### config.mk
export PLATFORM = sky130hd
export DESIGN_NAME = midpoint_line_rasterizer
export DESIGN_NICKNAME = d
export VERILOG_FILES = /design/src/rtl/mlr_pkg.sv /design/src/rtl/mlr_front.sv /design/src/rtl/mlr_cmd_queue.sv /design/src/rtl/mlr_back.sv /design/src/rtl/midpoint_line_rasterizer.sv
export SDC_FILE = /design/constraint.sdc
export NUM_CORES = 1
export LEC_CHECK = 0
export ABC_CLOCK_PERIOD_IN_PS = 27700
export BUFFER_PORTS_ARGS = -buffer_cell sky130_fd_sc_hd__buf_2
export CORE_MARGIN = 4
export CORE_UTILIZATION = 39
export DETAILED_ROUTE_END_ITERATION = 8
export GPL_TIMING_DRIVEN = 0
export HOLD_SLACK_MARGIN = 0.03
export SLEW_MARGIN = 10
export SYNTH_ARGS = -nofsm -noshare
export SYNTH_HDL_FRONTEND = slang
export SYNTH_HIERARCHICAL = 1
export SYNTH_SLANG_ARGS = --single-unit
export TNS_END_PERCENT = 5
### constraint.sdc
create_clock -name clk_i -period 27.7 [get_ports clk_i]
set_input_delay 2.77 -clock clk_i [delete_from_list [all_inputs] [get_ports clk_i]]
set_output_delay 2.77 -clock clk_i [all_outputs]
set_load 0.02 [all_outputs]
### src/rtl/mlr_pkg.sv
// ----------------------------------------------------------------------------
// mlr_pkg
// Shared types and constants of the midpoint line rasterizer: command codes,
// register indexes, the input and result transactions and the queue entry.
// ----------------------------------------------------------------------------
`default_nettype none

package mlr_pkg;

  // coordinate and register widths
  localparam int unsigned COORD_BITS = 12;
  localparam int unsigned CFG_BITS   = 11;
  localparam int unsigned CFG_IDX_W  = 1;
  localparam int unsigned SUM_W      = COORD_BITS + CFG_BITS;
  localparam int unsigned DX_W       = COORD_BITS + 1;
  localparam int unsigned DEC_W      = COORD_BITS + 3;

  // small queues between the parts (depth must be a power of two)
  localparam int unsigned QUEUE_DEPTH = 2;
  localparam int unsigned QPTR_W      = $clog2(QUEUE_DEPTH);
  localparam int unsigned QCNT_W      = $clog2(QUEUE_DEPTH + 1);

  // register reset values
  localparam logic [CFG_BITS-1:0] CENTER_X_RST = CFG_BITS'(512);
  localparam logic [CFG_BITS-1:0] CENTER_Y_RST = CFG_BITS'(384);

  // register indexes
  localparam logic [CFG_IDX_W-1:0] CFG_CENTER_X = CFG_IDX_W'(0);
  localparam logic [CFG_IDX_W-1:0] CFG_CENTER_Y = CFG_IDX_W'(1);

  // command codes of an input transaction
  localparam logic [1:0] CMD_MOVE = 2'd0;
  localparam logic [1:0] CMD_LINE = 2'd1;
  localparam logic [1:0] CMD_STEP = 2'd2;

  // classified operation handed to the walker
  typedef enum logic [1:0] {
    OP_MOVE,
    OP_LINE,
    OP_STEP,
    OP_NOP
  } op_e;

  typedef struct packed {
    logic [1:0]                   cmd;
    logic signed [COORD_BITS-1:0] pos_x;
    logic signed [COORD_BITS-1:0] pos_y;
  } item_t;

  typedef struct packed {
    logic                         pixel_valid;
    logic signed [COORD_BITS-1:0] pixel_x;
    logic signed [COORD_BITS-1:0] pixel_y;
    logic                         last;
  } result_t;

  // line setup produced by the front part
  typedef struct packed {
    op_e                          op;
    logic signed [COORD_BITS-1:0] walk_x;
    logic signed [COORD_BITS-1:0] walk_y;
    logic signed [COORD_BITS-1:0] end_major;
    logic signed [DEC_W-1:0]      decision;
    logic signed [DEC_W-1:0]      inc_straight;
    logic signed [DEC_W-1:0]      inc_diagonal;
    logic                         steep;
    logic                         y_down;
  } entry_t;

endpackage

`default_nettype wire

### src/rtl/mlr_front.sv
// ----------------------------------------------------------------------------
// mlr_front
// Accepts commands, maps user coordinates to the screen, tracks the current
// position and computes the midpoint setup of each line in two stages.
// ----------------------------------------------------------------------------
`default_nettype none

module mlr_front (
  input  wire logic                            clk_i,
  input  wire logic                            rst_ni,
  input  wire logic                            push,
  output logic                                 full,
  input  wire mlr_pkg::item_t                  item_i,
  input  wire logic                            cfg_we_i,
  input  wire logic [mlr_pkg::CFG_IDX_W-1:0]   cfg_idx_i,
  input  wire logic [mlr_pkg::CFG_BITS-1:0]    cfg_data_i,
  output logic                                 q_push_o,
  input  wire logic                            q_full_i,
  output mlr_pkg::entry_t                      q_entry_o
);
  import mlr_pkg::*;

  logic [CFG_BITS-1:0]          center_x_q, center_y_q;
  logic signed [COORD_BITS-1:0] cur_x_q, cur_y_q;
  logic                         a_valid_q;
  op_e                          a_op_q, op_d;
  logic signed [COORD_BITS-1:0] a_xs_q, a_ys_q, a_xe_q, a_ye_q;
  logic                         accept;
  logic [SUM_W-1:0]             sum_x, sum_y;
  logic signed [COORD_BITS-1:0] tx, ty;
  logic                         swap;
  logic signed [DX_W-1:0]       dx, dy, ady, major, minor;
  logic                         steep;

  // stage a holds until the queue takes it
  assign full   = a_valid_q && q_full_i;
  assign accept = push && !full;

  // user to screen mapping, wraps to the coordinate width
  assign sum_x = SUM_W'(center_x_q) + SUM_W'($signed(item_i.pos_x));
  assign sum_y = SUM_W'(center_y_q) - SUM_W'($signed(item_i.pos_y));
  assign tx    = sum_x[COORD_BITS-1:0];
  assign ty    = sum_y[COORD_BITS-1:0];
  assign swap  = tx > cur_x_q;

  // command decoder
  always_comb begin
    unique case (item_i.cmd)
      CMD_MOVE: op_d = OP_MOVE;
      CMD_LINE: op_d = OP_LINE;
      CMD_STEP: op_d = OP_STEP;
      default:  op_d = OP_NOP;
    endcase
  end

  // configuration registers
  always_ff @(posedge clk_i or negedge rst_ni) begin
    if (!rst_ni) begin
      center_x_q <= CENTER_X_RST;
      center_y_q <= CENTER_Y_RST;
    end else if (cfg_we_i) begin
      unique case (cfg_idx_i)
        CFG_CENTER_X: center_x_q <= cfg_data_i;
        CFG_CENTER_Y: center_y_q <= cfg_data_i;
        default: ;
      endcase
    end
  end

  // current position and stage a valid
  always_ff @(posedge clk_i or negedge rst_ni) begin
    if (!rst_ni) begin
      cur_x_q   <= COORD_BITS'(CENTER_X_RST);
      cur_y_q   <= COORD_BITS'(CENTER_Y_RST);
      a_valid_q <= 1'b0;
    end else begin
      if (accept) begin
        a_valid_q <= 1'b1;
        if (op_d == OP_MOVE || op_d == OP_LINE) begin
          cur_x_q <= tx;
          cur_y_q <= ty;
        end
      end else if (q_push_o) begin
        a_valid_q <= 1'b0;
      end
    end
  end

  // stage a payload: endpoints ordered by x
  always_ff @(posedge clk_i) begin
    if (accept) begin
      a_op_q <= op_d;
      a_xs_q <= swap ? cur_x_q : tx;
      a_ys_q <= swap ? cur_y_q : ty;
      a_xe_q <= swap ? tx : cur_x_q;
      a_ye_q <= swap ? ty : cur_y_q;
    end
  end

  // stage b: deltas, octant and midpoint terms
  assign dx    = DX_W'(a_xe_q) - DX_W'(a_xs_q);
  assign dy    = DX_W'(a_ye_q) - DX_W'(a_ys_q);
  assign ady   = dy[DX_W-1] ? -dy : dy;
  assign steep = ady > dx;
  assign major = steep ? ady : dx;
  assign minor = steep ? dx : ady;

  always_comb begin
    q_entry_o              = '0;
    q_entry_o.op           = a_op_q;
    q_entry_o.walk_x       = a_xs_q;
    q_entry_o.walk_y       = a_ys_q;
    q_entry_o.end_major    = steep ? a_ye_q : a_xe_q;
    q_entry_o.inc_straight = DEC_W'(minor) + DEC_W'(minor);
    q_entry_o.decision     = DEC_W'(minor) + DEC_W'(minor) - DEC_W'(major);
    q_entry_o.inc_diagonal = DEC_W'(minor) + DEC_W'(minor)
                             - DEC_W'(major) - DEC_W'(major);
    q_entry_o.steep        = steep;
    q_entry_o.y_down       = dy[DX_W-1];
  end

  assign q_push_o = a_valid_q && !q_full_i;

endmodule

`default_nettype wire

### src/rtl/mlr_cmd_queue.sv
// ----------------------------------------------------------------------------
// mlr_cmd_queue
// Short queue of line setups between the front part and the walker.
// ----------------------------------------------------------------------------
`default_nettype none

module mlr_cmd_queue (
  input  wire logic            clk_i,
  input  wire logic            rst_ni,
  input  wire logic            push_i,
  output logic                 full_o,
  input  wire mlr_pkg::entry_t entry_i,
  input  wire logic            pop_i,
  output logic                 empty_o,
  output mlr_pkg::entry_t      entry_o
);
  import mlr_pkg::*;

  entry_t              mem_q [QUEUE_DEPTH];
  logic [QPTR_W-1:0]   wr_ptr_q, rd_ptr_q;
  logic [QCNT_W-1:0]   count_q;
  logic                do_push, do_pop;

  assign full_o  = count_q == QCNT_W'(QUEUE_DEPTH);
  assign empty_o = count_q == '0;
  assign do_push = push_i && !full_o;
  assign do_pop  = pop_i && !empty_o;
  assign entry_o = mem_q[rd_ptr_q];

  // pointers and fill count
  always_ff @(posedge clk_i or negedge rst_ni) begin
    if (!rst_ni) begin
      wr_ptr_q <= '0;
      rd_ptr_q <= '0;
      count_q  <= '0;
    end else begin
      if (do_push) wr_ptr_q <= QPTR_W'(wr_ptr_q + 1'b1);
      if (do_pop)  rd_ptr_q <= QPTR_W'(rd_ptr_q + 1'b1);
      count_q <= QCNT_W'(count_q + QCNT_W'(do_push) - QCNT_W'(do_pop));
    end
  end

  // storage
  always_ff @(posedge clk_i) begin
    if (do_push) mem_q[wr_ptr_q] <= entry_i;
  end

endmodule

`default_nettype wire

### src/rtl/mlr_back.sv
// ----------------------------------------------------------------------------
// mlr_back
// Line walker: runs the midpoint recurrence one pixel per transaction and
// buffers the results in a short output queue.
// ----------------------------------------------------------------------------
`default_nettype none

module mlr_back (
  input  wire logic            clk_i,
  input  wire logic            rst_ni,
  input  wire logic            q_empty_i,
  input  wire mlr_pkg::entry_t q_entry_i,
  output logic                 q_pop_o,
  output logic                 empty_o,
  input  wire logic            pop_i,
  output mlr_pkg::result_t     result_o
);
  import mlr_pkg::*;

  // walk state
  logic signed [COORD_BITS-1:0] walk_x_q, walk_y_q, end_major_q;
  logic signed [DEC_W-1:0]      decision_q, inc_s_q, inc_d_q;
  logic                         steep_q, y_down_q, drawing_q;

  // current terms of this transaction
  logic signed [COORD_BITS-1:0] c_x, c_y, c_end, c_major, n_x, n_y;
  logic signed [DEC_W-1:0]      c_dec, c_inc_s, c_inc_d, n_dec;
  logic                         c_steep, c_down, is_line, emit, fin, diag, take;
  result_t                      res;

  // output queue
  result_t                      out_mem_q [QUEUE_DEPTH];
  logic [QPTR_W-1:0]            wr_ptr_q, rd_ptr_q;
  logic [QCNT_W-1:0]            count_q;
  logic                         out_full, do_pop;

  assign out_full = count_q == QCNT_W'(QUEUE_DEPTH);
  assign take     = !q_empty_i && !out_full;
  assign q_pop_o  = take;

  // a line load starts from the queued setup, a step from the walk state
  assign is_line = q_entry_i.op == OP_LINE;
  assign emit    = is_line || (q_entry_i.op == OP_STEP && drawing_q);
  assign c_x     = is_line ? q_entry_i.walk_x       : walk_x_q;
  assign c_y     = is_line ? q_entry_i.walk_y       : walk_y_q;
  assign c_end   = is_line ? q_entry_i.end_major    : end_major_q;
  assign c_dec   = is_line ? q_entry_i.decision     : decision_q;
  assign c_inc_s = is_line ? q_entry_i.inc_straight : inc_s_q;
  assign c_inc_d = is_line ? q_entry_i.inc_diagonal : inc_d_q;
  assign c_steep = is_line ? q_entry_i.steep        : steep_q;
  assign c_down  = is_line ? q_entry_i.y_down       : y_down_q;

  assign c_major = c_steep ? c_y : c_x;
  assign fin     = c_major == c_end;
  assign diag    = !c_dec[DEC_W-1] && (c_dec != '0);

  // next pixel of the walk
  always_comb begin
    n_dec = c_dec + (diag ? c_inc_d : c_inc_s);
    if (c_steep) begin
      n_x = diag ? COORD_BITS'(c_x + 1'b1) : c_x;
      n_y = c_down ? COORD_BITS'(c_y - 1'b1) : COORD_BITS'(c_y + 1'b1);
    end else begin
      n_x = COORD_BITS'(c_x + 1'b1);
      if (diag) begin
        n_y = c_down ? COORD_BITS'(c_y - 1'b1) : COORD_BITS'(c_y + 1'b1);
      end else begin
        n_y = c_y;
      end
    end
  end

  // result of this transaction
  always_comb begin
    res = '0;
    if (emit) begin
      res.pixel_valid = 1'b1;
      res.pixel_x     = c_x;
      res.pixel_y     = c_y;
      res.last        = fin;
    end
  end

  // drawing flag
  always_ff @(posedge clk_i or negedge rst_ni) begin
    if (!rst_ni) begin
      drawing_q <= 1'b0;
    end else if (take) begin
      if (q_entry_i.op == OP_MOVE) begin
        drawing_q <= 1'b0;
      end else if (emit) begin
        drawing_q <= !fin;
      end
    end
  end

  // walk registers
  always_ff @(posedge clk_i or negedge rst_ni) begin
    if (!rst_ni) begin
      walk_x_q    <= '0;
      walk_y_q    <= '0;
      end_major_q <= '0;
      decision_q  <= '0;
      inc_s_q     <= '0;
      inc_d_q     <= '0;
      steep_q     <= 1'b0;
      y_down_q    <= 1'b0;
    end else if (take && emit) begin
      walk_x_q    <= fin ? c_x : n_x;
      walk_y_q    <= fin ? c_y : n_y;
      decision_q  <= fin ? c_dec : n_dec;
      end_major_q <= c_end;
      inc_s_q     <= c_inc_s;
      inc_d_q     <= c_inc_d;
      steep_q     <= c_steep;
      y_down_q    <= c_down;
    end
  end

  // output queue pointers and fill count
  assign empty_o  = count_q == '0;
  assign do_pop   = pop_i && !empty_o;
  assign result_o = out_mem_q[rd_ptr_q];

  always_ff @(posedge clk_i or negedge rst_ni) begin
    if (!rst_ni) begin
      wr_ptr_q <= '0;
      rd_ptr_q <= '0;
      count_q  <= '0;
    end else begin
      if (take)   wr_ptr_q <= QPTR_W'(wr_ptr_q + 1'b1);
      if (do_pop) rd_ptr_q <= QPTR_W'(rd_ptr_q + 1'b1);
      count_q <= QCNT_W'(count_q + QCNT_W'(take) - QCNT_W'(do_pop));
    end
  end

  always_ff @(posedge clk_i) begin
    if (take) out_mem_q[wr_ptr_q] <= res;
  end

  // checks
  a_count_bound: assert property (@(posedge clk_i) disable iff (!rst_ni)
    count_q <= QCNT_W'(QUEUE_DEPTH))
    else $error("output queue overfilled");

  a_last_ends_line: assert property (@(posedge clk_i) disable iff (!rst_ni)
    (take && emit && fin) |=> !drawing_q)
    else $error("line still active after its last pixel");

  a_move_aborts: assert property (@(posedge clk_i) disable iff (!rst_ni)
    (take && q_entry_i.op == OP_MOVE) |=> !drawing_q)
    else $error("move did not abort the line");

  a_idle_result_zero: assert property (@(posedge clk_i) disable iff (!rst_ni)
    (!empty_o && !result_o.pixel_valid) |->
      (result_o.pixel_x == '0 && result_o.pixel_y == '0 && !result_o.last))
    else $error("result without pixel carries data");

endmodule

`default_nettype wire

### src/rtl/midpoint_line_rasterizer.sv
// ----------------------------------------------------------------------------
// midpoint_line_rasterizer
// Turtle-style midpoint line rasterizer: move_to, line_to and step commands
// produce one result transaction each, carrying at most one pixel.
//
// Input side is a queue write port: a command is taken at a clock edge with
// push high and full low. Results leave through a queue read port: the oldest
// result sits on result_o while empty is low and is taken with pop.
// The user must write the center registers through cfg_we_i/cfg_idx_i/cfg_data_i
// only while the block is idle; the block itself does not enforce this.
// A command passes the setup stage register and the setup queue before the
// walker writes its result into the output queue. Throughput: one command per
// cycle while full is low; the walker does one decision add and one end
// compare per pixel.
// Two-entry queues sit after the setup stage and before the result port;
// when the receiver stops popping, results fill the output queue, then the
// setup queue and the setup stage, then full rises; nothing is dropped.
// Reset clears both queues, ends any line and puts the current position and
// the center registers back at column 512, row 384.
// ----------------------------------------------------------------------------
`default_nettype none

module midpoint_line_rasterizer (
  input  wire logic                            clk_i,
  input  wire logic                            rst_ni,
  input  wire logic                            push,
  output logic                                 full,
  input  wire mlr_pkg::item_t                  item_i,
  output logic                                 empty,
  input  wire logic                            pop,
  output mlr_pkg::result_t                     result_o,
  input  wire logic                            cfg_we_i,
  input  wire logic [mlr_pkg::CFG_IDX_W-1:0]   cfg_idx_i,
  input  wire logic [mlr_pkg::CFG_BITS-1:0]    cfg_data_i
);
  import mlr_pkg::*;

  logic   fq_push, fq_full, bq_empty, bq_pop;
  entry_t fq_entry, bq_entry;

  mlr_front u_front (
    .clk_i      (clk_i),
    .rst_ni     (rst_ni),
    .push       (push),
    .full       (full),
    .item_i     (item_i),
    .cfg_we_i   (cfg_we_i),
    .cfg_idx_i  (cfg_idx_i),
    .cfg_data_i (cfg_data_i),
    .q_push_o   (fq_push),
    .q_full_i   (fq_full),
    .q_entry_o  (fq_entry)
  );

  mlr_cmd_queue u_queue (
    .clk_i   (clk_i),
    .rst_ni  (rst_ni),
    .push_i  (fq_push),
    .full_o  (fq_full),
    .entry_i (fq_entry),
    .pop_i   (bq_pop),
    .empty_o (bq_empty),
    .entry_o (bq_entry)
  );

  mlr_back u_back (
    .clk_i     (clk_i),
    .rst_ni    (rst_ni),
    .q_empty_i (bq_empty),
    .q_entry_i (bq_entry),
    .q_pop_o   (bq_pop),
    .empty_o   (empty),
    .pop_i     (pop),
    .result_o  (result_o)
  );

endmodule

`default_nettype wire

==> reports/results.env, run 1 <==
RUN_STATUS='finished clean'
R2R-END='u_queue/mem_q[1][16]'
ROUTE.DETAILED.WL_PER_INST_UM=20.1
DIODES=0
SYNTH-WARNING-COUNT=6
CTS_SETUP_BUFFERS=0
STARTPOINT_TYPE='flop'
POSTROUTEANTENNANETS=0
HOLDCRITSTARTPOINT='u_front/a_op_q[1]'
CTS.CLK_SLEW.WORST_PATHS_NS=0.06
WORST-SETUP-PATH-TYPE='flop to flop'
SYNTH_EDF_COUNT=272
GRT_MAX_DEGREE=94
CP-END-KIND='flop'
WL_MM=63.7
TRITONCTS.NUM_BUFFERS=46
ROUTE.DETAILED.DRC=0
SYNTH_COMMONEST_CELLS='286 x sky130_fd_sc_hd__nand2_1, 272 x sky130_fd_sc_hd__edfxtp_1, 171 x sky130_fd_sc_hd__mux2_2'
DRIVE_GT1_FRAC=0.199
FINAL.SETUP_SKEW_NS=0.0443
SYNTH_AREA_UM2=24300
POSTSYNTH.ASYNCRESETSHARE=0.338
WORSTREG2REGSTART='u_front/a_ys_q[9]'
ALL_LAYER_GR_USAGE=0.190
CP.ARRIVAL_NS=11.65
CTS.HOLD.BUFFERS_ADDED=0
CLOCK_LATENCY_NS=0.59
CHIPHEIGHT_UM=258
GLOBALROUTEOVERFLOWTOTAL=0
SLOWEST_STAGE='sky130_fd_sc_hd__xnor2_1'
YS_TOP_CELLS_BY_AREA='sky130_fd_sc_hd__edfxtp_1 34%, sky130_fd_sc_hd__dfrtp_1 14%, sky130_fd_sc_hd__mux2_2 7.9%'
TIMING_WORST_SLEW_PIN_VALUE_NS=1.07
CTS_RESIZED=0
FLOORPLAN.DIE_AREA_UM2=66400
SEQ_AREA_FRAC_SYNTH=0.479
PORT_BUFFERS=69
BOUNDARYPINS=71
VIAS_PER_CELL=5.37
EFFECTIVE_UTILIZATION_AT_FLOORPLAN=0.394
WORST-PATH-MAX-FANOUT=10
DIE_WIDTH_UM=258
TIMING.REG2REG.WORST_PATH_DEPTH=44
YS_SEQ_ELEMENTS=411
FINAL-SETUP-VIOL-COUNT=0
HPWLAFTERDP_MM=49.3
HOLD_END='u_queue/mem_q[1][84]'
CORE_REGION_AREA_UM2=61700
SYNTH_TOP_FLOP_CELL='sky130_fd_sc_hd__edfxtp_1'
DRTITER0DRC=1160
SYN_AREA_PER_CELL_UM2=11.2
WORST-ENDPOINT-REQUIRED_NS=28.07
SYNTH_CELL_TYPES=95
SYNTHDOMINANTCELLAREASHARE=0.336
REGTOREGSETUPSLACK_NS=16.41
FINAL_NETS=2461
MIN-DELAY-PATH-CLASS='flop to flop'
VIAS=17000
SYNTH.MOST_COMMON_CELL='sky130_fd_sc_hd__nand2_1'
TIMING.FINAL.CRIT_PERIOD_NS=11.29
TIMING_MAX_TRANSITION_VIOLATIONS_FINAL=0
H-TREE-DEPTH=2
MAX_SLEW_MARGIN=0.288
SETUP_TNS_NS=0
AREA_OVERHEAD_VS_SYNTH_PCT=13.0
MIN_PERIOD_OVER_PERIOD=0.407
GRT_FIRST_PASS_WIRELENGTH_MM=100
STANDARD_CELL_ROWS=91
CTSLONGESTPATHBUFFERS=3
CAP_VIOL_MAX_COUNT=0
NUMBER_OF_GLOBAL_ROUTE_VIAS_BEFORE_REPAIR=17500
FINALWORSTSETUPSLACK_NS=16.41
WORST_HOLD_SLACK_NS=0.445
POSTSYNTHCELLCOUNT=2170
CLKSINKCOUNT=411
CP_SLOWEST_STAGE_DELAY_NS=0.60
GRT_SETUP_UNREPAIRED='false'
TRITONCTS='yes'
NETLIST.TOP_CELL.BY_AREA='sky130_fd_sc_hd__edfxtp_1'
CLK_ROOT_BUFFER_CELL='sky130_fd_sc_hd__clkbuf_16'
GRT_ANTENNA_BEFORE_REPAIR=0
FINALWEIGHTEDCONGESTION=0.906
FIRSTDRTPASSITERS=5
WORSTHOLDPATHCELLS=0
DP_WORST_SETUP_SLACK_NS=16.60
TIMING.FMAX_GHz=0.0886
HOLD_VIOLATION_TOTAL_FROM_THE_FINAL_REPORT=0
==> registers in the layout, indices dropped and copies added, names as in the netlist, 15 cells and up <==
name               flops
u_queue/mem_q        170
u_back/out_mem_q      52
u_back/decision_q     15
u_back/inc_d_q        15
u_back/inc_s_q        15
==> critical path, delay by kind of cell (launching register included) <==
kind            cells  cell delay, ns
compound gates     13            2.92
fa+ha+maj           8            2.82
xor+xnor            3            1.25
simple gates       11            1.86
flops               1            0.48
buf+inv             9            1.74
==> placed cells by master (no fill, tap or decap), types with 9 or more instances in the layout <==
cell type | Yosys | routed
sky130_fd_sc_hd__a21oi_1 | 87 | 87
sky130_fd_sc_hd__and3_1 | 14 | 13
sky130_fd_sc_hd__nand3_1 | 45 | 45
sky130_fd_sc_hd__nor2_1 | 92 | 90
sky130_fd_sc_hd__nand2_1 | 286 | 286
sky130_fd_sc_hd__a31oi_1 | 25 | 25
sky130_fd_sc_hd__mux2_2 | 171 | 171
sky130_fd_sc_hd__edfxtp_1 | 272 | 272
sky130_fd_sc_hd__nor3_1 | 27 | 27
sky130_fd_sc_hd__xnor2_1 | 82 | 82
sky130_fd_sc_hd__clkbuf_1 | 45 | 57
sky130_fd_sc_hd__mux2_4 | 41 | 41
sky130_fd_sc_hd__o21ai_0 | 115 | 115
sky130_fd_sc_hd__clkbuf_16 | 0 | 47
sky130_fd_sc_hd__o21bai_1 | 14 | 14
sky130_fd_sc_hd__nor4_1 | 9 | 9
sky130_fd_sc_hd__o211ai_1 | 9 | 9
sky130_fd_sc_hd__buf_2 | 18 | 86
sky130_fd_sc_hd__mux2i_1 | 53 | 53
sky130_fd_sc_hd__nand2b_1 | 25 | 25
sky130_fd_sc_hd__dfrtp_1 | 133 | 133
sky130_fd_sc_hd__o21a_1 | 11 | 11
sky130_fd_sc_hd__ha_1 | 117 | 117
sky130_fd_sc_hd__xor2_1 | 52 | 52
sky130_fd_sc_hd__nand4_1 | 12 | 12
sky130_fd_sc_hd__nor2b_1 | 26 | 26
sky130_fd_sc_hd__or2_2 | 11 | 11
sky130_fd_sc_hd__and2_1 | 16 | 14
sky130_fd_sc_hd__inv_1 | 107 | 107
sky130_fd_sc_hd__a21o_1 | 30 | 30
sky130_fd_sc_hd__mux4_2 | 15 | 15
sky130_fd_sc_hd__o21ai_1 | 29 | 29
==> worst max path at each step <==
stage	startpoint	endpoint	slack [ns]	depth (start not counted)
6_report	u_front/a_ys_q[9]	u_queue/mem_q[1][16]	16.41	44
5_1_grt	u_front/a_ys_q[0]	u_queue/mem_q[1][16]	15.72	41
4_1_cts	u_front/a_ys_q[9]	u_queue/mem_q[1][16]	16.52	43
3_5_place_dp	u_front/a_ys_q[9]	u_queue/mem_q[1][16]	16.60	42
3_3_place_gp	u_front/a_ys_q[9]	u_queue/mem_q[0][16]	16.81	42
2_1_floorplan	u_front/a_ys_q[0]	u_queue/mem_q[0][16]	18.39	43
==> stage by stage <==
| stage | cell area [um2] | utilization | cells |
|---|---|---|---|
| floorplan | 24300 | - | 2171 |
| global placement | 25700 | 0.417 | 3077 |
| detailed placement | 25900 | 0.420 | 3084 |
| CTS | 27500 | 0.445 | 3170 |
| global route | 27500 | 0.445 | 3170 |
| finish | 27500 | 0.445 | 3170 |
==> per-layer routing <==
layer  part of all wire  GRT usage  vias to the layer above
met5                  0          0                        -
met4              0.029     0.0568                        0
met3              0.039     0.0239                       98
met2               0.50      0.333                      384
met1               0.44      0.248                     8418
li1                   -          -                     8121
==> layout make-up <==
class | count | area [um2]
clock buffers | 64 | 1290
fillers | 5806 | 34200
multi-input cells | 1559 | 11700
well taps | 837 | 1050
clock inverters | 22 | 285
inverters | 110 | 413
plain buffers | 91 | 523
flip-flops and latches | 411 | 11700
repair buffers | 76 | 513
==> cells by family (layout without fill, tap and decap cells) <==
kind of cell | count (synthesis) | after routing | share of synthesized area
buf+inv | 201 | 363 | 0.0385
other cells | 1 | 2 | 0.000154
mux | 283 | 283 | 0.142
compound gates | 404 | 404 | 0.105
simple gates | 605 | 605 | 0.118
flops | 411 | 411 | 0.479
fa+ha+maj | 131 | 131 | 0.0685
xor+xnor | 134 | 134 | 0.0483
Power of run 1 is left out: the tool's default activity adds up to more than one toggle a clock period on the data nets, which glitch-free logic cannot reach.
==> inputs of run 2 (changes only) <==
--- a/config.mk
+++ b/config.mk
@@ -5,7 +5,7 @@
 export SDC_FILE = /design/constraint.sdc
 export NUM_CORES = 1
 export LEC_CHECK = 0
-export ABC_CLOCK_PERIOD_IN_PS = 27700
+export ABC_CLOCK_PERIOD_IN_PS = 10600
 export BUFFER_PORTS_ARGS = -buffer_cell sky130_fd_sc_hd__buf_2
 export CORE_MARGIN = 4
 export CORE_UTILIZATION = 39
==> constraint.sdc (replaced) <==
create_clock -name clk_i -period 10.6 [get_ports clk_i]
set_input_delay 1.06 -clock clk_i [delete_from_list [all_inputs] [get_ports clk_i]]
set_output_delay 1.06 -clock clk_i [all_outputs]
set_load 0.02 [all_outputs]
==> run 2 against run 1 <==
Core utilization rose by 0.61 points; first-iteration DRC count grew 2.5%; sequential share of layout area decreased by 0.57 points; highest routed layer unchanged; critical path depth fell by 1; register-to-register slack lost 16 ns; setup slack got worse by 16 ns; final area up 1.4%; wire length grew 0.50%.
==> reports/results.env, run 2 (same netlist as run 1, synthesis figures left out) <==
NUMBER_OF_GLOBAL_ROUTE_VIAS_BEFORE_REPAIR=17600  # was 17500
STANDARD_CELL_ROWS=91  # unchanged
WORST_PATH_MOST_REPEATED_CELL='sky130_fd_sc_hd__ha_1'
MIN_PERIOD_OVER_PERIOD=0.949  # was 0.407
AREA_OVERHEAD_VS_SYNTH_PCT=14.5  # was 13.0%
FINALWEIGHTEDCONGESTION=0.906  # unchanged
TIMING.FINAL.CRIT_PERIOD_NS=10.06  # was 11.29 ns
H-TREE-DEPTH=2  # unchanged
CLOCK_LATENCY_NS=0.59  # about the same
MIN-DELAY-PATH-CLASS='primary input to asynchronous set/reset pin'  # was flop to flop
DRIVE_GT1_FRAC=0.225  # was 0.199
SEQCELLAREA_UM2=11700  # unchanged
FIRSTDRTPASSITERS=5  # unchanged
REGMOSTFLOPS='u_queue/mem_q'  # unchanged
TIMING_MAX_TRANSITION_VIOLATIONS_FINAL=0  # unchanged
HPWLAFTERDP_MM=49.3  # unchanged
ALL_LAYER_GR_USAGE=0.190  # about the same
DIODES=0  # unchanged
BIGGESTREGSBYFLOPS='u_queue/mem_q: 170 flops, u_back/out_mem_q: 52 flops'  # unchanged
DP.CELLS=3084  # unchanged
TIMING_WORST_SLEW_PIN_VALUE_NS=1.09  # was 1.07 ns
GLOBALROUTEOVERFLOWTOTAL=0  # unchanged
TRITONCTS='yes'  # unchanged
FINALWORSTSETUPSLACK_NS=0.543  # was 16.41 ns
DRTITER0DRC=1189  # was 1160
TRITONCTS.NUM_BUFFERS=46  # unchanged
FINAL.SETUP_SKEW_NS=0.0428  # was 0.0443 ns
STARTPOINT_TYPE='flop'  # unchanged
DETAILED_PLACE.AREA_UM2=25900  # unchanged
GRT_FIRST_PASS_WIRELENGTH_MM=100  # about the same
EFFECTIVE_UTILIZATION_AT_FLOORPLAN=0.394  # unchanged
CTSLONGESTPATHBUFFERS=3  # unchanged
GRT_MAX_DEGREE=94  # unchanged
DIE_WIDTH_UM=258  # unchanged
FIN_CELLS=3185  # was 3170
CLKSINKCOUNT=411  # unchanged
N_FILL_CELL=5770  # was 5806
FINAL-SETUP-VIOL-COUNT=0  # unchanged
CP_SLOWEST_STAGE_DELAY_NS=0.43  # was 0.60 ns
CORE_REGION_AREA_UM2=61700  # unchanged
RUN_STATUS='finished clean'  # unchanged
CLK_ROOT_BUFFER_CELL='sky130_fd_sc_hd__clkbuf_16'  # unchanged
ROUTE.DETAILED.DRC=0  # unchanged
GRT_ANTENNA_BEFORE_REPAIR=0  # unchanged
LAYOUT.CELLS.MOST_COMMON_LIST='286 x sky130_fd_sc_hd__nand2_1, 272 x sky130_fd_sc_hd__edfxtp_1, 171 x sky130_fd_sc_hd__mux2_2'  # unchanged
WORST-SETUP-PATH-TYPE='flop to flop'  # unchanged
BOUNDARYPINS=71  # unchanged
HOLD_VIOLATION_TOTAL_FROM_THE_FINAL_REPORT=0  # unchanged
LARGEST_REG_FLOPS=170  # unchanged
ROUTE.DETAILED.WL_PER_INST_UM=20.1  # about the same
SLOWEST_STAGE='sky130_fd_sc_hd__edfxtp_1'  # was sky130_fd_sc_hd__xnor2_1
MOSTFREQUENTLAYOUTCELL='sky130_fd_sc_hd__nand2_1'  # unchanged
POSTROUTEANTENNANETS=0  # unchanged
DP_WORST_SETUP_SLACK_NS=-0.504  # was 16.60 ns
VIAS=17100  # was 17000
CHIPHEIGHT_UM=258  # unchanged
MULTI_INPUT_COMB_AREA_UM2=12000  # was 11700 um2
WORST-ENDPOINT-REQUIRED_NS=10.88  # was 28.07 ns
CRITICAL_PATH_BUF_INV_COUNT=8  # was 9
WL_MM=64.0  # was 63.7 mm
PORT_BUFFERS=69  # unchanged
FLOORPLAN.DIE_AREA_UM2=66400  # unchanged
VIAS_PER_CELL=5.38  # was 5.37
CAP_VIOL_MAX_COUNT=0  # unchanged
SETUP_TNS_NS=0  # unchanged
CTS.CLK_SLEW.WORST_PATHS_NS=0.06  # about the same
POST-ROUTE-CELL-AREA_UM2=27800  # was 27500 um2
MAX_SLEW_MARGIN=0.273  # was 0.288
TIMING.FMAX_GHz=0.0994  # was 0.0886 GHz
FINAL_NETS=2476  # was 2461
CP_TOP_FAMILY='adder cells'  # was compound AO/OA/AOI/OAI gates
WORST-PATH-MAX-FANOUT=11  # was 10
CP-END-KIND='flop'  # unchanged
CP.ARRIVAL_NS=10.34  # was 11.65 ns
-- run 2: cell types whose count changed in the layout (fill, tap and decap cells not counted), sizes merged --
| cell | previous run | this run |
|---|---|---|
| buf | 122 | 141 |
| clkbuf | 109 | 105 |
-- run 2: layout make-up --
class                      count  share of cell area
multi-input combinational   1559               0.430
buffer                        88              0.0187
tap                          837              0.0376
clock inverter                22              0.0102
inverter                     110              0.0148
timing repair buffer          94              0.0233
sequential                   411               0.419
clock buffer                  64              0.0463
-- run 2: timing repair --
item                       in CTS  in global routing
cloned                          0                  0
setup endpoints to repair      10                 10
pin swaps                       2                 14
gates resized for setup        10                 52
hold buffers                    0                  0
buffers inserted                2                 16
-- run 2: layer usage --
layer,GRT usage,share of wire,wire [um]
met4,0.0568,0.029,1850
met5,0,0,0
met1,0.247,0.44,28100
met3,0.0239,0.037,2370
met2,0.333,0.50,31700
-- run 2: worst reg2reg max path, delay by kind of cell (launching register included) --
family	cells	cell delay (ns)
fa+ha+maj	8	2.79
xor+xnor	3	0.67
buf+inv	8	1.20
compound gates	13	2.32
flops	1	0.43
simple gates	11	2.35
-- run 2: worst paths after layout --
check                                   startpoint              endpoint  slack (ns)  cells past startpoint
worst max register to register  u_front/a_ys_q[11]  u_queue/mem_q[1][16]        0.54                     43
max in group asynchronous                   rst_ni      u_back/drawing_q        9.32                      2
worst min-delay path                        rst_ni    u_front/cur_y_q[4]        0.38                      1
worst max-delay path            u_front/a_ys_q[11]  u_queue/mem_q[1][16]        0.54                     43
min in group clk_i               u_front/a_op_q[1]  u_queue/mem_q[1][84]        0.45                      0
worst min register to register   u_front/a_op_q[1]  u_queue/mem_q[1][84]        0.45                      0
-- run 2: per-stage QoR --
stage               utilization  hold WS [ns]
finish                    0.451         0.378
global route              0.451         0.386
CTS                       0.446         0.379
detailed placement        0.420         0.430
global placement          0.417         0.427
floorplan                     -         0.421
Power of run 2 is left out for the same reason.
==> inputs of run 3 (changes only) <==
--- a/config.mk
+++ b/config.mk
@@ -5,9 +5,9 @@
 export SDC_FILE = /design/constraint.sdc
 export NUM_CORES = 1
 export LEC_CHECK = 0
-export ABC_CLOCK_PERIOD_IN_PS = 10600
+export ABC_CLOCK_PERIOD_IN_PS = 8160
 export BUFFER_PORTS_ARGS = -buffer_cell sky130_fd_sc_hd__buf_2
-export CORE_MARGIN = 4
+export CORE_MARGIN = 2
 export CORE_UTILIZATION = 39
 export DETAILED_ROUTE_END_ITERATION = 8
 export GPL_TIMING_DRIVEN = 0
==> constraint.sdc (replaced) <==
create_clock -name clk_i -period 8.16 [get_ports clk_i]
set_input_delay 0.816 -clock clk_i [delete_from_list [all_inputs] [get_ports clk_i]]
set_output_delay 0.816 -clock clk_i [all_outputs]
set_load 0.02 [all_outputs]
==> run 3 against run 2 <==
The flow now finishes with violations (negative setup slack); worst hold slack worse by 0.18 ns; register-to-register slack worse by 1.4 ns; sequential share of layout area is 1.3 points lower; setup slack worse by 1.4 ns; largest cell class unchanged; highest routed layer unchanged.
==> reports/results.env, run 3 (same netlist as run 1, synthesis figures left out) <==
RUN_STATUS='finished, violations left'  # was finished clean
FAILED_CHECKS='negative setup slack'
TRITONCTS.NUM_BUFFERS=46  # unchanged
CRITICAL_PATH.ENDPOINT='u_queue/mem_q[1][16]'  # unchanged
MIN_PERIOD_OVER_PERIOD=1.11  # was 0.949
CLOCK_LATENCY_NS=0.60  # was 0.59 ns
TIMING.FINAL.CRIT_PERIOD_NS=9.05  # was 10.06 ns
CORE_REGION_AREA_UM2=61700  # unchanged
CAP_VIOL_MAX_COUNT=0  # unchanged
CTS.HOLD.BUFFERS_ADDED=0  # unchanged
WORST-PATH-MAX-FANOUT=7  # was 11
FINALWORSTSETUPSLACK_NS=-0.888  # was 0.543 ns
MAX_SLEW_MARGIN=0.425  # was 0.273
AREA_OVERHEAD_VS_SYNTH_PCT=18.2  # was 14.5%
TIMING.FMAX_GHz=0.111  # was 0.0994 GHz
GRT_ANTENNA_BEFORE_REPAIR=0  # unchanged
TIMING_WORST_SLEW_PIN_VALUE_NS=0.856  # was 1.09 ns
DP.CELLS=3083  # was 3084
HPWLAFTERDP_MM=48.0  # was 49.3 mm
EFFECTIVE_UTILIZATION_AT_FLOORPLAN=0.394  # unchanged
TIMING_MAX_TRANSITION_VIOLATIONS_FINAL=0  # unchanged
CP-END-KIND='flop'  # unchanged
FINALWEIGHTEDCONGESTION=0.918  # was 0.906
CHIPHEIGHT_UM=254  # was 258 um
GRT_FIRST_PASS_WIRELENGTH_MM=99.5  # was 100 mm
VIAS_PER_CELL=5.36  # was 5.38
GRT_SETUP_UNREPAIRED='true'
LAYOUT.CELLS.MOST_COMMON_LIST='284 x sky130_fd_sc_hd__nand2_1, 272 x sky130_fd_sc_hd__edfxtp_1, 171 x sky130_fd_sc_hd__mux2_2'  # was 286 x sky130_fd_sc_hd__nand2_1, 272 x sky130_fd_sc_hd__edfxtp_1, 171 x sky130_fd_sc_hd__mux2_2
ROUTE.DETAILED.WL_PER_INST_UM=19.7  # was 20.1 um
CP.ARRIVAL_NS=9.36  # was 10.34 ns
TRITONCTS='yes'  # unchanged
CLK_ROOT_BUFFER_CELL='sky130_fd_sc_hd__clkbuf_16'  # unchanged
SLOWEST_STAGE='sky130_fd_sc_hd__a2111oi_4'  # was sky130_fd_sc_hd__edfxtp_1
FIRSTDRTPASSITERS=5  # unchanged
LARGEST_REG_FLOPS=170  # unchanged
FLOORPLAN.DIE_AREA_UM2=64300  # was 66400 um2
CTS.CLK_SLEW.WORST_PATHS_NS=0.06  # about the same
FINAL-SETUP-VIOL-COUNT=10  # was 0
BIGGESTREGSBYFLOPS='u_queue/mem_q: 170 flops, u_back/out_mem_q: 52 flops'  # unchanged
CLKSINKCOUNT=411  # unchanged
GLOBALROUTEOVERFLOWTOTAL=0  # unchanged
WORST_HOLD_SLACK_NS=0.200  # was 0.378 ns
BOUNDARYPINS=71  # unchanged
MOSTFREQUENTLAYOUTCELL='sky130_fd_sc_hd__nand2_1'  # unchanged
DETAILED_PLACE.AREA_UM2=26000  # was 25900 um2
N_FILL_CELL=5655  # was 5770
GRT_MAX_DEGREE=76  # was 94
DRTITER0DRC=1125  # was 1189
FIN_CELLS=3228  # was 3185
POSTROUTEANTENNANETS=0  # unchanged
WORST-ENDPOINT-REQUIRED_NS=8.47  # was 10.88 ns
DIE_WIDTH_UM=254  # was 258 um
R2R-END='u_queue/mem_q[1][16]'  # unchanged
STANDARD_CELL_ROWS=91  # unchanged
FINAL.SETUP_SKEW_NS=0.0421  # was 0.0428 ns
H-TREE-DEPTH=2  # unchanged
FIN_UTIL=0.466  # was 0.451
STARTPOINT_TYPE='flop'  # unchanged
NUMBER_OF_GLOBAL_ROUTE_VIAS_BEFORE_REPAIR=17400  # was 17600
PORT_BUFFERS=69  # unchanged
TIMING.REG2REG.WORST_PATH_DEPTH=41  # was 43
WL_MM=63.7  # was 64.0 mm
POST-ROUTE-CELL-AREA_UM2=28700  # was 27800 um2
WORST-SETUP-PATH-TYPE='flop to flop'  # unchanged
MIN-DELAY-PATH-CLASS='primary input to asynchronous set/reset pin'  # unchanged
ALL_LAYER_GR_USAGE=0.199  # was 0.190
REGTOREGSETUPSLACK_NS=-0.89  # was 0.54 ns
WORSTREG2REGSTART='u_front/a_ys_q[0]'  # was u_front/a_ys_q[11]
ROUTE.DETAILED.DRC=0  # unchanged
VIAS=17300  # was 17100
DRIVE_GT1_FRAC=0.264  # was 0.225
TIMING.CRITICAL_PATH.FROM='u_front/a_ys_q[0]'  # was u_front/a_ys_q[11]
REGMOSTFLOPS='u_queue/mem_q'  # unchanged
HOLD_VIOLATION_TOTAL_FROM_THE_FINAL_REPORT=0  # unchanged
CTSLONGESTPATHBUFFERS=3  # unchanged
CP_SLOWEST_STAGE_DELAY_NS=0.44  # was 0.43 ns
FINAL_NETS=2519  # was 2476
DIODES=0  # unchanged
-- run 3: cell count changes in the layout (fill, tap and decap cells not counted), moves of 6 or more --
cell | previous run | this run
sky130_fd_sc_hd__ha_1 | 111 | 105
sky130_fd_sc_hd__a21oi_1 | 80 | 71
sky130_fd_sc_hd__a21oi_2 | 7 | 15
sky130_fd_sc_hd__buf_4 | 26 | 72
-- run 3: metrics by stage --
| step | setup WS [ns] | TNS (ns) |
|---|---|---|
| 2_1_floorplan | -0.304 | -0.926 |
| 3_3_place_gp | -1.76 | -20.11 |
| 3_5_place_dp | -1.88 | -22.59 |
| 4_1_cts | -0.773 | -5.28 |
| 5_1_grt | -1.13 | -8.94 |
| 6_report | -0.888 | -6.04 |
-- run 3: metal layers --
layer  vias to the layer above  track usage  part of all wire
met4                         0       0.0734             0.038
li1                       8234            -                 -
met5                         -            0                 0
met2                       457        0.343              0.49
met1                      8494        0.257              0.43
met3                       122       0.0227             0.039
-- run 3: worst min-delay path by stage --
stage	startpoint	end	slack, ns	cells after the start
6_report	rst_ni	u_back/decision_q[8]	0.20	1
5_1_grt	rst_ni	u_back/decision_q[8]	0.23	1
4_1_cts	rst_ni	u_back/walk_x_q[11]	0.21	1
3_5_place_dp	u_front/a_op_q[1]	u_queue/mem_q[0][84]	0.43	0
3_3_place_gp	u_front/a_op_q[1]	u_queue/mem_q[0][84]	0.43	0
2_1_floorplan	u_front/a_op_q[0]	u_queue/mem_q[0][83]	0.42	0
-- run 3: cell type report --
type	instances	area, um2	share of cell area
repair buffers	139	975	0.0339
flip-flops and latches	411	11700	0.406
clock inverters	29	472	0.0164
plain buffers	86	538	0.0187
clock buffers	57	1250	0.0437
well taps	837	1050	0.0365
multi-input cells	1559	12400	0.431
inverters	110	418	0.0145
-- run 3: repair_timing --
action                     in CTS  in global routing
setup endpoints to repair      28                 18
buffers inserted               47                 18
resized for setup              58                 41
cloned                          0                  0
pin swaps                      46                 46
-- run 3: critical path, delay by kind of cell, from the launching register on --
kind | cells | cell delay, ns
xor gates and xnor gates | 4 | 0.76
adders and majority gates | 9 | 2.68
AOI/OAI and AO/OA | 16 | 2.98
and+or+nand+nor | 10 | 1.68
DFF | 1 | 0.42
buffers and inverters | 2 | 0.21
Power of run 3 is left out for the same reason.
